### src/sv/mmlp_pkg.sv
// Shared types and constants for the memory-map line parser.
// Holds the parse phases, status codes, character codes and the record type.
// No dependencies; the other files that use it refer to it by scoped names.
package mmlp_pkg;

    localparam int NameCapacity = 1024;
    localparam int CountW       = $clog2(NameCapacity + 1);
    localparam int NameLenW     = 10;

    localparam logic [7:0] CH_NUL    = 8'h00;
    localparam logic [7:0] CH_LF     = 8'h0A;
    localparam logic [7:0] CH_SPACE  = 8'h20;
    localparam logic [7:0] CH_LPAREN = 8'h28;
    localparam logic [7:0] CH_DASH   = 8'h2D;
    localparam logic [7:0] CH_SLASH  = 8'h2F;
    localparam logic [7:0] CH_COLON  = 8'h3A;
    localparam logic [7:0] CH_LBRACK = 8'h5B;
    localparam logic [7:0] CH_P      = 8'h70;
    localparam logic [7:0] CH_R      = 8'h72;
    localparam logic [7:0] CH_S      = 8'h73;
    localparam logic [7:0] CH_W      = 8'h77;
    localparam logic [7:0] CH_X      = 8'h78;

    typedef enum logic [3:0] {
        PH_START, PH_END, PH_FR, PH_FW, PH_FX, PH_FS, PH_SP,
        PH_OFF, PH_MAJ, PH_MIN, PH_INODE, PH_GAP, PH_NAME
    } t_phase;

    typedef enum logic [2:0] {
        ST_OK   = 3'd0,
        ST_SEP  = 3'd1,
        ST_FLAG = 3'd2,
        ST_NULL = 3'd3,
        ST_DESC = 3'd4,
        ST_OVF  = 3'd5
    } t_status;

    typedef struct packed {
        logic [63:0]         start_addr;
        logic [63:0]         end_addr;
        logic [63:0]         region_size;
        logic [2:0]          prot;
        logic                shared;
        logic                anonymous;
        logic [63:0]         file_offset;
        logic [31:0]         dev_major;
        logic [31:0]         dev_minor;
        logic [63:0]         inode;
        logic [NameLenW-1:0] name_length;
        logic [2:0]          status;
    } t_record;

endpackage

### src/sv/mmlp_ifs.sv
// Valid/ready channel interfaces of the memory-map line parser.
// The byte channel carries one text byte, the record channel one line record.
// Depends on mmlp_pkg for the record type.
interface mmlp_byte_if;
    logic       valid;
    logic       ready;
    logic [7:0] char_byte;

    modport source(output valid, output char_byte, input ready);
    modport sink(input valid, input char_byte, output ready);
endinterface

interface mmlp_rec_if;
    logic             valid;
    logic             ready;
    mmlp_pkg::t_record rec;

    modport source(output valid, output rec, input ready);
    modport sink(input valid, input rec, output ready);
endinterface

### src/sv/mmlp_in_stage.sv
// Input register of the memory-map line parser.
// Captures one byte transaction and holds it until the parse stage takes it.
// Depends on mmlp_ifs.
module mmlp_in_stage (
    input  logic         i_clk,
    input  logic         i_rst_n,
    mmlp_byte_if.sink    i_in,
    input  logic         i_take,
    output logic         o_valid,
    output logic [7:0]   o_byte
);

    logic       r_valid;
    logic [7:0] r_byte;

    assign i_in.ready = !r_valid || i_take;
    assign o_valid    = r_valid;
    assign o_byte     = r_byte;

    always_ff @(posedge i_clk) begin
        if (!i_rst_n) begin
            r_valid <= 1'b0;
        end else if (i_in.valid && i_in.ready) begin
            r_valid <= 1'b1;
        end else if (i_take) begin
            r_valid <= 1'b0;
        end
    end

    always_ff @(posedge i_clk) begin
        if (i_in.valid && i_in.ready) begin
            r_byte <= i_in.char_byte;
        end
    end

endmodule

### src/sv/mmlp_parse.sv
// Parse stage of the memory-map line parser: line state and per-byte update.
// Builds the line record when a newline is taken.
// Depends on mmlp_pkg.
module mmlp_parse (
    input  logic              i_clk,
    input  logic              i_rst_n,
    input  logic              i_valid,
    input  logic [7:0]        i_byte,
    input  logic              i_out_free,
    output logic              o_take,
    output logic              o_emit,
    output mmlp_pkg::t_record o_rec
);

    mmlp_pkg::t_phase  r_phase, n_phase;
    mmlp_pkg::t_status r_err, n_err;
    logic [63:0] r_acc, n_acc;
    logic        r_digit, n_digit;
    logic [63:0] r_start, n_start;
    logic [63:0] r_end, n_end;
    logic [63:0] r_size, n_size;
    logic [63:0] r_offset, n_offset;
    logic [31:0] r_major, n_major;
    logic [31:0] r_minor, n_minor;
    logic [3:0]  r_flags, n_flags;
    logic [mmlp_pkg::CountW-1:0] r_count, n_count;
    logic        r_bracket, n_bracket;

    logic        is_newline;
    logic        skip;
    logic        is_hex;
    logic [3:0]  hex_d;
    logic        is_dec;
    logic [63:0] acc_hex;
    logic [63:0] acc_dec;
    logic        acc_zero;
    logic [64:0] range_diff;
    logic        gap;
    logic [mmlp_pkg::CountW-1:0] count_inc;

    assign is_newline = (i_byte == mmlp_pkg::CH_LF);
    assign o_take     = i_valid && (!is_newline || i_out_free);
    assign o_emit     = o_take && is_newline;

    // A zero byte before anything else on a line is dropped.
    assign skip = (r_phase == mmlp_pkg::PH_START) && !r_digit
               && (r_err == mmlp_pkg::ST_OK) && (i_byte == mmlp_pkg::CH_NUL);

    always_comb begin
        is_hex = 1'b1;
        hex_d  = 4'd0;
        if (i_byte >= 8'h30 && i_byte <= 8'h39) begin
            hex_d = 4'(i_byte - 8'h30);
        end else if (i_byte >= 8'h61 && i_byte <= 8'h66) begin
            hex_d = 4'(i_byte - 8'h57);
        end else if (i_byte >= 8'h41 && i_byte <= 8'h46) begin
            hex_d = 4'(i_byte - 8'h37);
        end else begin
            is_hex = 1'b0;
        end
    end

    assign is_dec     = (i_byte >= 8'h30) && (i_byte <= 8'h39);
    assign acc_hex    = {r_acc[59:0], hex_d};
    assign acc_dec    = {r_acc[60:0], 3'b000} + {r_acc[62:0], 1'b0} + {60'd0, hex_d};
    assign acc_zero   = (r_acc == 64'd0);
    assign range_diff = {1'b0, r_acc} - {1'b0, r_start};
    assign count_inc  = r_count + 1'b1;

    always_comb begin
        n_phase   = r_phase;
        n_err     = r_err;
        n_acc     = r_acc;
        n_digit   = r_digit;
        n_start   = r_start;
        n_end     = r_end;
        n_size    = r_size;
        n_offset  = r_offset;
        n_major   = r_major;
        n_minor   = r_minor;
        n_flags   = r_flags;
        n_count   = r_count;
        n_bracket = r_bracket;
        gap       = 1'b0;
        if (!skip && r_err == mmlp_pkg::ST_OK) begin
            unique case (r_phase)
                mmlp_pkg::PH_START: begin
                    if (is_hex) begin
                        n_acc   = acc_hex;
                        n_digit = 1'b1;
                    end else if (acc_zero) begin
                        n_err = mmlp_pkg::ST_NULL;
                    end else if (i_byte != mmlp_pkg::CH_DASH) begin
                        n_err = mmlp_pkg::ST_SEP;
                    end else begin
                        n_start = r_acc;
                        n_acc   = '0;
                        n_phase = mmlp_pkg::PH_END;
                    end
                end
                mmlp_pkg::PH_END: begin
                    if (is_hex) begin
                        n_acc = acc_hex;
                    end else if (acc_zero) begin
                        n_err = mmlp_pkg::ST_NULL;
                    end else if (i_byte != mmlp_pkg::CH_SPACE) begin
                        n_err = mmlp_pkg::ST_SEP;
                    end else if (range_diff[64]) begin
                        n_err = mmlp_pkg::ST_DESC;
                    end else begin
                        n_end   = r_acc;
                        n_size  = range_diff[63:0];
                        n_acc   = '0;
                        n_phase = mmlp_pkg::PH_FR;
                    end
                end
                mmlp_pkg::PH_FR: begin
                    if (i_byte == mmlp_pkg::CH_R) begin
                        n_flags[0] = 1'b1;
                    end else if (i_byte != mmlp_pkg::CH_DASH) begin
                        n_err = mmlp_pkg::ST_FLAG;
                    end
                    n_phase = mmlp_pkg::PH_FW;
                end
                mmlp_pkg::PH_FW: begin
                    if (i_byte == mmlp_pkg::CH_W) begin
                        n_flags[1] = 1'b1;
                    end else if (i_byte != mmlp_pkg::CH_DASH) begin
                        n_err = mmlp_pkg::ST_FLAG;
                    end
                    n_phase = mmlp_pkg::PH_FX;
                end
                mmlp_pkg::PH_FX: begin
                    if (i_byte == mmlp_pkg::CH_X) begin
                        n_flags[2] = 1'b1;
                    end else if (i_byte != mmlp_pkg::CH_DASH) begin
                        n_err = mmlp_pkg::ST_FLAG;
                    end
                    n_phase = mmlp_pkg::PH_FS;
                end
                mmlp_pkg::PH_FS: begin
                    if (i_byte == mmlp_pkg::CH_S) begin
                        n_flags[3] = 1'b1;
                    end else if (i_byte != mmlp_pkg::CH_P) begin
                        n_err = mmlp_pkg::ST_FLAG;
                    end
                    n_phase = mmlp_pkg::PH_SP;
                end
                mmlp_pkg::PH_SP: begin
                    if (i_byte == mmlp_pkg::CH_SPACE) begin
                        n_phase = mmlp_pkg::PH_OFF;
                    end else begin
                        n_err = mmlp_pkg::ST_SEP;
                    end
                end
                mmlp_pkg::PH_OFF: begin
                    if (is_hex) begin
                        n_acc = acc_hex;
                    end else if (i_byte == mmlp_pkg::CH_SPACE) begin
                        n_offset = r_acc;
                        n_acc    = '0;
                        n_phase  = mmlp_pkg::PH_MAJ;
                    end else begin
                        n_err = mmlp_pkg::ST_SEP;
                    end
                end
                mmlp_pkg::PH_MAJ, mmlp_pkg::PH_MIN: begin
                    // A device number may not grow past 32 bits.
                    if (is_hex) begin
                        if (|r_acc[63:28]) begin
                            n_err = mmlp_pkg::ST_OVF;
                        end else begin
                            n_acc = acc_hex;
                        end
                    end else if (r_phase == mmlp_pkg::PH_MAJ
                                 && i_byte == mmlp_pkg::CH_COLON) begin
                        n_major = r_acc[31:0];
                        n_acc   = '0;
                        n_phase = mmlp_pkg::PH_MIN;
                    end else if (r_phase == mmlp_pkg::PH_MIN
                                 && i_byte == mmlp_pkg::CH_SPACE) begin
                        n_minor = r_acc[31:0];
                        n_acc   = '0;
                        n_phase = mmlp_pkg::PH_INODE;
                    end else begin
                        n_err = mmlp_pkg::ST_SEP;
                    end
                end
                mmlp_pkg::PH_INODE: begin
                    if (is_dec) begin
                        n_acc = acc_dec;
                    end else begin
                        gap = 1'b1;
                    end
                end
                mmlp_pkg::PH_GAP: begin
                    gap = 1'b1;
                end
                mmlp_pkg::PH_NAME: begin
                    if (!is_newline) begin
                        n_count = count_inc;
                        if (count_inc >= mmlp_pkg::CountW'(mmlp_pkg::NameCapacity)) begin
                            n_err = mmlp_pkg::ST_OVF;
                        end
                    end
                end
                default: begin
                    n_err = mmlp_pkg::ST_SEP;
                end
            endcase

            // Between the inode and the name: spaces, then a name opener.
            if (gap) begin
                if (i_byte == mmlp_pkg::CH_SPACE) begin
                    n_phase = mmlp_pkg::PH_GAP;
                end else if (i_byte == mmlp_pkg::CH_SLASH || i_byte == mmlp_pkg::CH_LBRACK
                             || i_byte == mmlp_pkg::CH_LPAREN) begin
                    n_count   = mmlp_pkg::CountW'(1);
                    n_bracket = (i_byte == mmlp_pkg::CH_LBRACK);
                    n_phase   = mmlp_pkg::PH_NAME;
                    if (mmlp_pkg::NameCapacity <= 1) begin
                        n_err = mmlp_pkg::ST_OVF;
                    end
                end else if (!is_newline) begin
                    n_err = mmlp_pkg::ST_SEP;
                end
            end
        end
    end

    // The record reads the held state; a newline never changes the fields of a good line.
    always_comb begin
        o_rec        = '0;
        o_rec.status = n_err;
        if (n_err == mmlp_pkg::ST_OK) begin
            o_rec.start_addr  = r_start;
            o_rec.end_addr    = r_end;
            o_rec.region_size = r_size;
            o_rec.prot        = r_flags[2:0];
            o_rec.shared      = r_flags[3];
            o_rec.anonymous   = (r_count == '0) || r_bracket;
            o_rec.file_offset = r_offset;
            o_rec.dev_major   = r_major;
            o_rec.dev_minor   = r_minor;
            o_rec.inode       = r_acc;
            o_rec.name_length = mmlp_pkg::NameLenW'(r_count);
        end
    end

    always_ff @(posedge i_clk) begin
        if (!i_rst_n || o_emit) begin
            r_phase   <= mmlp_pkg::PH_START;
            r_err     <= mmlp_pkg::ST_OK;
            r_acc     <= '0;
            r_digit   <= 1'b0;
            r_start   <= '0;
            r_end     <= '0;
            r_size    <= '0;
            r_offset  <= '0;
            r_major   <= '0;
            r_minor   <= '0;
            r_flags   <= '0;
            r_count   <= '0;
            r_bracket <= 1'b0;
        end else if (o_take) begin
            r_phase   <= n_phase;
            r_err     <= n_err;
            r_acc     <= n_acc;
            r_digit   <= n_digit;
            r_start   <= n_start;
            r_end     <= n_end;
            r_size    <= n_size;
            r_offset  <= n_offset;
            r_major   <= n_major;
            r_minor   <= n_minor;
            r_flags   <= n_flags;
            r_count   <= n_count;
            r_bracket <= n_bracket;
        end
    end

endmodule

### src/sv/mmlp_out_stage.sv
// Result register of the memory-map line parser.
// Holds one line record until the record transaction completes.
// Depends on mmlp_pkg and mmlp_ifs.
module mmlp_out_stage (
    input  logic              i_clk,
    input  logic              i_rst_n,
    input  logic              i_load,
    input  mmlp_pkg::t_record i_rec,
    output logic              o_free,
    mmlp_rec_if.source        o_out
);

    logic              r_valid;
    mmlp_pkg::t_record r_rec;

    assign o_free      = !r_valid || o_out.ready;
    assign o_out.valid = r_valid;
    assign o_out.rec   = r_rec;

    always_ff @(posedge i_clk) begin
        if (!i_rst_n) begin
            r_valid <= 1'b0;
        end else if (i_load) begin
            r_valid <= 1'b1;
        end else if (o_out.ready) begin
            r_valid <= 1'b0;
        end
    end

    always_ff @(posedge i_clk) begin
        if (i_load) begin
            r_rec <= i_rec;
        end
    end

endmodule

### src/sv/memory_map_line_parser.sv
// Top level of the memory-map line parser: input register, parse stage, result register.
// Depends on mmlp_pkg, mmlp_ifs, mmlp_in_stage, mmlp_parse and mmlp_out_stage.
//
//   Channel  Dir  Payload             Transaction
//   i_in     in   char_byte [7:0]     one byte of map text
//   o_out    out  rec (t_record)      one record per newline
//
// One byte is taken every cycle while no newline stalls. A newline taken from the input register
// is parsed combinationally and its record is loaded into the result register, where it can
// be taken (input register, combinational parse, result register).
// Reset is synchronous on i_rst_n and returns the parser to the start of a line.
// Only a newline can stall, and only while the result register holds a record
// that has not been taken; the input is held off until that record moves on.
module memory_map_line_parser (
    input  logic       i_clk,
    input  logic       i_rst_n,
    mmlp_byte_if.sink  i_in,
    mmlp_rec_if.source o_out
);

    logic              byte_valid;
    logic [7:0]        byte_data;
    logic              take;
    logic              emit;
    logic              out_free;
    mmlp_pkg::t_record rec;

    mmlp_in_stage u_in (
        .i_clk   (i_clk),
        .i_rst_n (i_rst_n),
        .i_in    (i_in),
        .i_take  (take),
        .o_valid (byte_valid),
        .o_byte  (byte_data)
    );

    mmlp_parse u_parse (
        .i_clk      (i_clk),
        .i_rst_n    (i_rst_n),
        .i_valid    (byte_valid),
        .i_byte     (byte_data),
        .i_out_free (out_free),
        .o_take     (take),
        .o_emit     (emit),
        .o_rec      (rec)
    );

    mmlp_out_stage u_out (
        .i_clk   (i_clk),
        .i_rst_n (i_rst_n),
        .i_load  (emit),
        .i_rec   (rec),
        .o_free  (out_free),
        .o_out   (o_out)
    );

    // A held byte that the parse stage has not taken stays in the input register.
    a_hold_byte: assert property (@(posedge i_clk) disable iff (!i_rst_n)
        byte_valid && !take |=> byte_valid && $stable(byte_data))
        else $error("untaken byte lost from input register");

    // Records are produced only for a newline and only into a free result register.
    a_emit_newline: assert property (@(posedge i_clk) disable iff (!i_rst_n)
        emit |-> byte_data == mmlp_pkg::CH_LF && out_free)
        else $error("record emitted without newline or into a full register");

    // An error record carries nothing but its status.
    a_error_zero: assert property (@(posedge i_clk) disable iff (!i_rst_n)
        o_out.valid && o_out.rec.status != mmlp_pkg::ST_OK
        |-> o_out.rec.start_addr == 64'd0 && o_out.rec.inode == 64'd0
            && o_out.rec.name_length == '0)
        else $error("error record has nonzero fields");

    // A good record never describes a descending range.
    a_range_order: assert property (@(posedge i_clk) disable iff (!i_rst_n)
        o_out.valid && o_out.rec.status == mmlp_pkg::ST_OK
        |-> o_out.rec.end_addr >= o_out.rec.start_addr
            && o_out.rec.start_addr != 64'd0)
        else $error("good record with bad address range");

endmodule
### src/flat_wrapper.sv
// flat-port wrapper written by rule: the top's interface ports become plain ports
module memory_map_line_parser_flat 
  (i_clk, i_rst_n, i_in_valid, i_in_char_byte, i_in_ready, o_out_valid, o_out_rec, o_out_ready);
  mmlp_byte_if i_in_i ();
  mmlp_rec_if o_out_i ();
  input  logic i_clk;
  input  logic i_rst_n;
  input wire logic [$bits(i_in_i.valid)-1:0] i_in_valid;
  input wire logic [$bits(i_in_i.char_byte)-1:0] i_in_char_byte;
  output wire logic [$bits(i_in_i.ready)-1:0] i_in_ready;
  output wire logic [$bits(o_out_i.valid)-1:0] o_out_valid;
  output wire logic [$bits(o_out_i.rec)-1:0] o_out_rec;
  input wire logic [$bits(o_out_i.ready)-1:0] o_out_ready;
  assign i_in_i.valid = i_in_valid;
  assign i_in_i.char_byte = i_in_char_byte;
  assign i_in_ready = i_in_i.ready;
  assign o_out_valid = o_out_i.valid;
  assign o_out_rec = o_out_i.rec;
  assign o_out_i.ready = o_out_ready;
  memory_map_line_parser u_core (.i_clk(i_clk), .i_rst_n(i_rst_n), .i_in(i_in_i), .o_out(o_out_i));
endmodule
### config.mk
export PLATFORM = sky130hd
export DESIGN_NAME = memory_map_line_parser_flat
export DESIGN_NICKNAME = d
export VERILOG_FILES = /design/src/sv/mmlp_pkg.sv /design/src/sv/mmlp_ifs.sv /design/src/sv/mmlp_in_stage.sv /design/src/sv/mmlp_parse.sv /design/src/sv/mmlp_out_stage.sv /design/src/sv/memory_map_line_parser.sv /design/src/flat_wrapper.sv
export SDC_FILE = /design/constraint.sdc
export NUM_CORES = 2
export LEC_CHECK = 0
export ABC_AREA = 0
export BUFFER_PORTS_ARGS = -buffer_cell sky130_fd_sc_hd__buf_2
export CAP_MARGIN = 20
export CORE_MARGIN = 10
export CORE_UTILIZATION = 55
export CTS_CLUSTER_SIZE = 8
export DETAILED_ROUTE_END_ITERATION = 8
export PLACE_DENSITY_LB_ADDON = 0.15
export SLEW_MARGIN = 40
export SYNTH_ARGS = -nofsm -noshare
export SYNTH_HDL_FRONTEND = slang
export SYNTH_SLANG_ARGS = --single-unit
### constraint.sdc
create_clock -name i_clk -period 31.4 [get_ports i_clk]
set_input_delay 9.42 -clock i_clk [delete_from_list [all_inputs] [get_ports i_clk]]
set_output_delay 9.42 -clock i_clk [all_outputs]
set_load 0.01 [all_outputs]
==> results.json <==
{
  "drv_cap": 0,
  "dp_hpwl_microns": 81940,
  "grt.overflow.total": 0,
  "via_per_inst": 5.825,
  "yosysMostFrequentCell": "nand2_1",
  "cts_sinks": 820,
  "worstPathRequired_ns": 21.98,
  "synth_flop_cell": "edfxtp_1",
  "hold_violations": 0,
  "worstMarginPinSlew_ns": 0.9213,
  "clock_latency_ns": 0.70,
  "cts_tree": "built",
  "report.final.slew_viol_count": 0,
  "critPathArrivalTime_ns": 10.38,
  "ant_nets": 0,
  "r2r-start": "u_core.u_in.o_byte[5]",
  "synth_nets": 4475,
  "crit_path_start_kind": "input port",
  "critPathCapture": "i_in_ready",
  "cp-end-kind": "output port",
  "synth_area_leaders": "edfxtp_1 31%, dfxtp_1 21%, nand2_1 8.0%, ha_1 6.1%, a21oi_1 6.1%",
  "ios": 416,
  "ys_ff_latch": 820,
  "globalplace.congestion": 0.9189,
  "drive_above_1_share_pct": 14.01,
  "crit_chain": "buf_2 > nor2b_1 > nand3_1 > buf_2",
  "cellPowerDensity_mw_per_mm2": 61.33,
  "dieHeight_microns": 289.0,
  "grt_pass1_wl_microns": 187700,
  "avgSynthCellArea_sq_um": 9.327,
  "synth-edff-count": 410,
  "die_area_sq_mm": 0.08352,
  "ys_warn_count": 0,
  "power_leakage_nw": 17.62,
  "clock_tree.buffer_depth": 3,
  "vias": 32620,
  "cpMostUsedCell": "buf_2",
  "drt_first_pass_iters": 6,
  "finalCritPeriodShare_pct": 63.07,
  "reg2reg_to": "u_core.u_parse.r_acc[62]",
  "min_path_type": "flip-flop to flip-flop",
  "fmax_mhz": 50.50,
  "core_area_sq_mm": 0.07161,
  "maxSlewHeadroom_pct": 38.49,
  "p_total_w": 0.002820,
  "cp-startpoint": "o_out_ready",
  "drc": 0,
  "status": "finished clean",
  "antenna_found_initial": 3,
  "syn-cell-area_sq_mm": 0.03980,
  "cp_max_fo": 6,
  "ir_drop_mv": 0.07103,
  "htreeDepth": 3,
  "wire_per_inst_microns": 22.16,
  "yosysUniqueCellTypes": 75,
  "skew_ns": 0.06863,
  "cts-resized-gates": 0,
  "tns_ns": 0,
  "grt_start_max_net_pins": 140,
  "io_buffers": 415,
  "postSynthCellCount": 4267,
  "r2r_slack_ns": 24.29,
  "grt_pass1_vias": 31050,
  "crit_slowest_cell": "nor2b_1",
  "crit_type": "input port to output port",
  "first_iter_violations": 2846,
  "syn_to_final_growth_pct": 15.54,
  "wl_met3_microns": 9411,
  "cp_slowest_stage_delay_ns": 0.52,
  "finalSetupViolCount": 0,
  "totalWireLength_microns": 124100,
  "hold_depth": 2,
  "routed-wl-met2_microns": 58430,
  "start_util_pct": 55.58,
  "synthArstFlopShare_pct": 0,
  "hold_buffers": 0,
  "final_nets": 4761,
  "core.rowCount": 98,
  "synth_top_area_share_pct": 30.94,
  "r2r_cells": 20,
  "yosys.area.top_type": "edfxtp_1",
  "cts_root_buffer": "clkbuf_16",
  "yosysSeqAreaShare_pct": 51.56,
  "clkTransAtPathRegs_ns": 0.05,
  "period_needed_ns": 19.80,
  "routed.top_layer": "met5",
  "synthTopCellsByCount": "850 x nand2_1, 482 x a21oi_1, 410 x dfxtp_1, 410 x edfxtp_1, 356 x and2_1",
  "rsz0062_at_grt": "no",
  "grt_util_all_layers_pct": 28.86,
  "post-cts-setup-buffers": 0,
  "chipWidth_microns": 289.0,
  "wirelength_met1_microns": 50980,
  "numCtsBuffers": 113
}
==> per-layer routing <==
layer | up-vias | track usage [%]
li1 | 15520 | -
met1 | 15610 | 37.50
met2 | 1220 | 46.70
met3 | 265 | 5.822
met4 | 4 | 11.91
met5 | - | 0
==> where the power goes <==
| group | internal, W | switching [W] |
|---|---|---|
| Combinational | 0.000167 | 0.000365 |
| Clock | 0.000676 | 0.000463 |
| Sequential | 0.00112 | 0.0000246 |
| Total | 0.00197 | 0.000853 |
==> worst min path at each step <==
stage	startpoint	to	slack (ns)
after global routing	u_core.u_parse.r_size[4]	u_core.u_parse.r_size[4]	0.46
after detailed placement	u_core.u_parse.r_end[26]	u_core.u_parse.r_end[26]	0.44
after global placement	u_core.u_parse.r_end[23]	u_core.u_parse.r_end[23]	0.43
final	u_core.u_parse.r_end[8]	u_core.u_parse.r_end[8]	0.44
after CTS	u_core.u_parse.r_size[29]	u_core.u_parse.r_size[29]	0.45
after floorplan	u_core.u_parse.r_size[4]	u_core.u_parse.r_size[4]	0.43
==> sequential cells by signal, summed over array words and instances (netlist names), 3 cells and up <==
name	flops
u_core.u_parse.r_minor	32
u_core.u_parse.r_size	64
u_core.u_parse.r_major	32
u_core.u_parse.r_err	3
u_core.u_parse.r_flags	4
u_core.u_parse.r_start	64
u_core.u_in.o_byte	8
u_core.u_parse.r_count	11
u_core.u_parse.r_offset	64
u_core.u_parse.r_end	64
u_core.u_parse.r_phase	4
u_core.u_parse.r_acc	64
u_core.u_out.o_out.rec	402
==> kinds of logic after synthesis <==
logic type | share of synthesized area, %
buffers and inverters | 4.291
AND/OR/NAND/NOR | 20.47
flip-flops | 51.56
XOR/XNOR | 2.421
multiplexers | 0.2515
AO/OA/AOI/OAI | 14.78
adder cells (fa/ha/maj) | 6.219
==> cells in the final DEF (no fill, tap or decap), types with 17 or more instances in the layout <==
cell       netlist  routed
clkbuf_1       274      88
xor2_1          51      51
a21oi_1        482     482
and2_1         356     356
buf_4            0      50
nand2b_1        23      23
o21ai_0        136     136
edfxtp_1       410     410
dfxtp_1        410     408
nand2_1        850     850
inv_1          115     115
o211ai_1        17      17
a22oi_1         19      19
o21bai_1        30      30
clkbuf_16        0     113
nor3_1          32      28
nand4_1         46      46
a31oi_1         49      47
nor4_1          83      82
nand3_1         52      52
xnor2_1         59      59
and3_1          27      27
a211oi_1        46      46
o21a_1          22      22
nor2_1         179     174
ha_1           193     193
buf_2           15     415
a21o_1          71      71
==> worst max-delay path: cells and delay by family <==
kind	cells	cell delay, ns
buf+inv	2	0.27
simple gates	2	0.69
==> metrics by stage <==
step                setup slack (ns)  utilization, %  hold slack, ns  area (sq um)  std cells
floorplan                      4.055               -          0.4273         39800       4267
global placement               11.66           59.21          0.4331         42400       5380
detailed placement             11.63           59.37          0.4391         42510       5383
CTS                            11.61           64.04          0.4454         45860       5593
global route                   11.56           64.21          0.4609         45980       5598
finish                         11.60           64.21          0.4432         45980       5600
==> final cells by class <==
| type | count | area (sq um) |
|---|---|---|
| clock buffers | 201 | 3158 |
| inverters | 116 | 435.4 |
| diodes | 2 | 5.005 |
| fillers | 6024 | 25630 |
| clock inverters | 9 | 185.2 |
| repair buffers | 483 | 2769 |
| well taps | 950 | 1189 |
| flip-flops and latches | 820 | 20520 |
| multi-input cells | 3019 | 17720 |
Note: power is estimated with default switching activity, not from simulation.
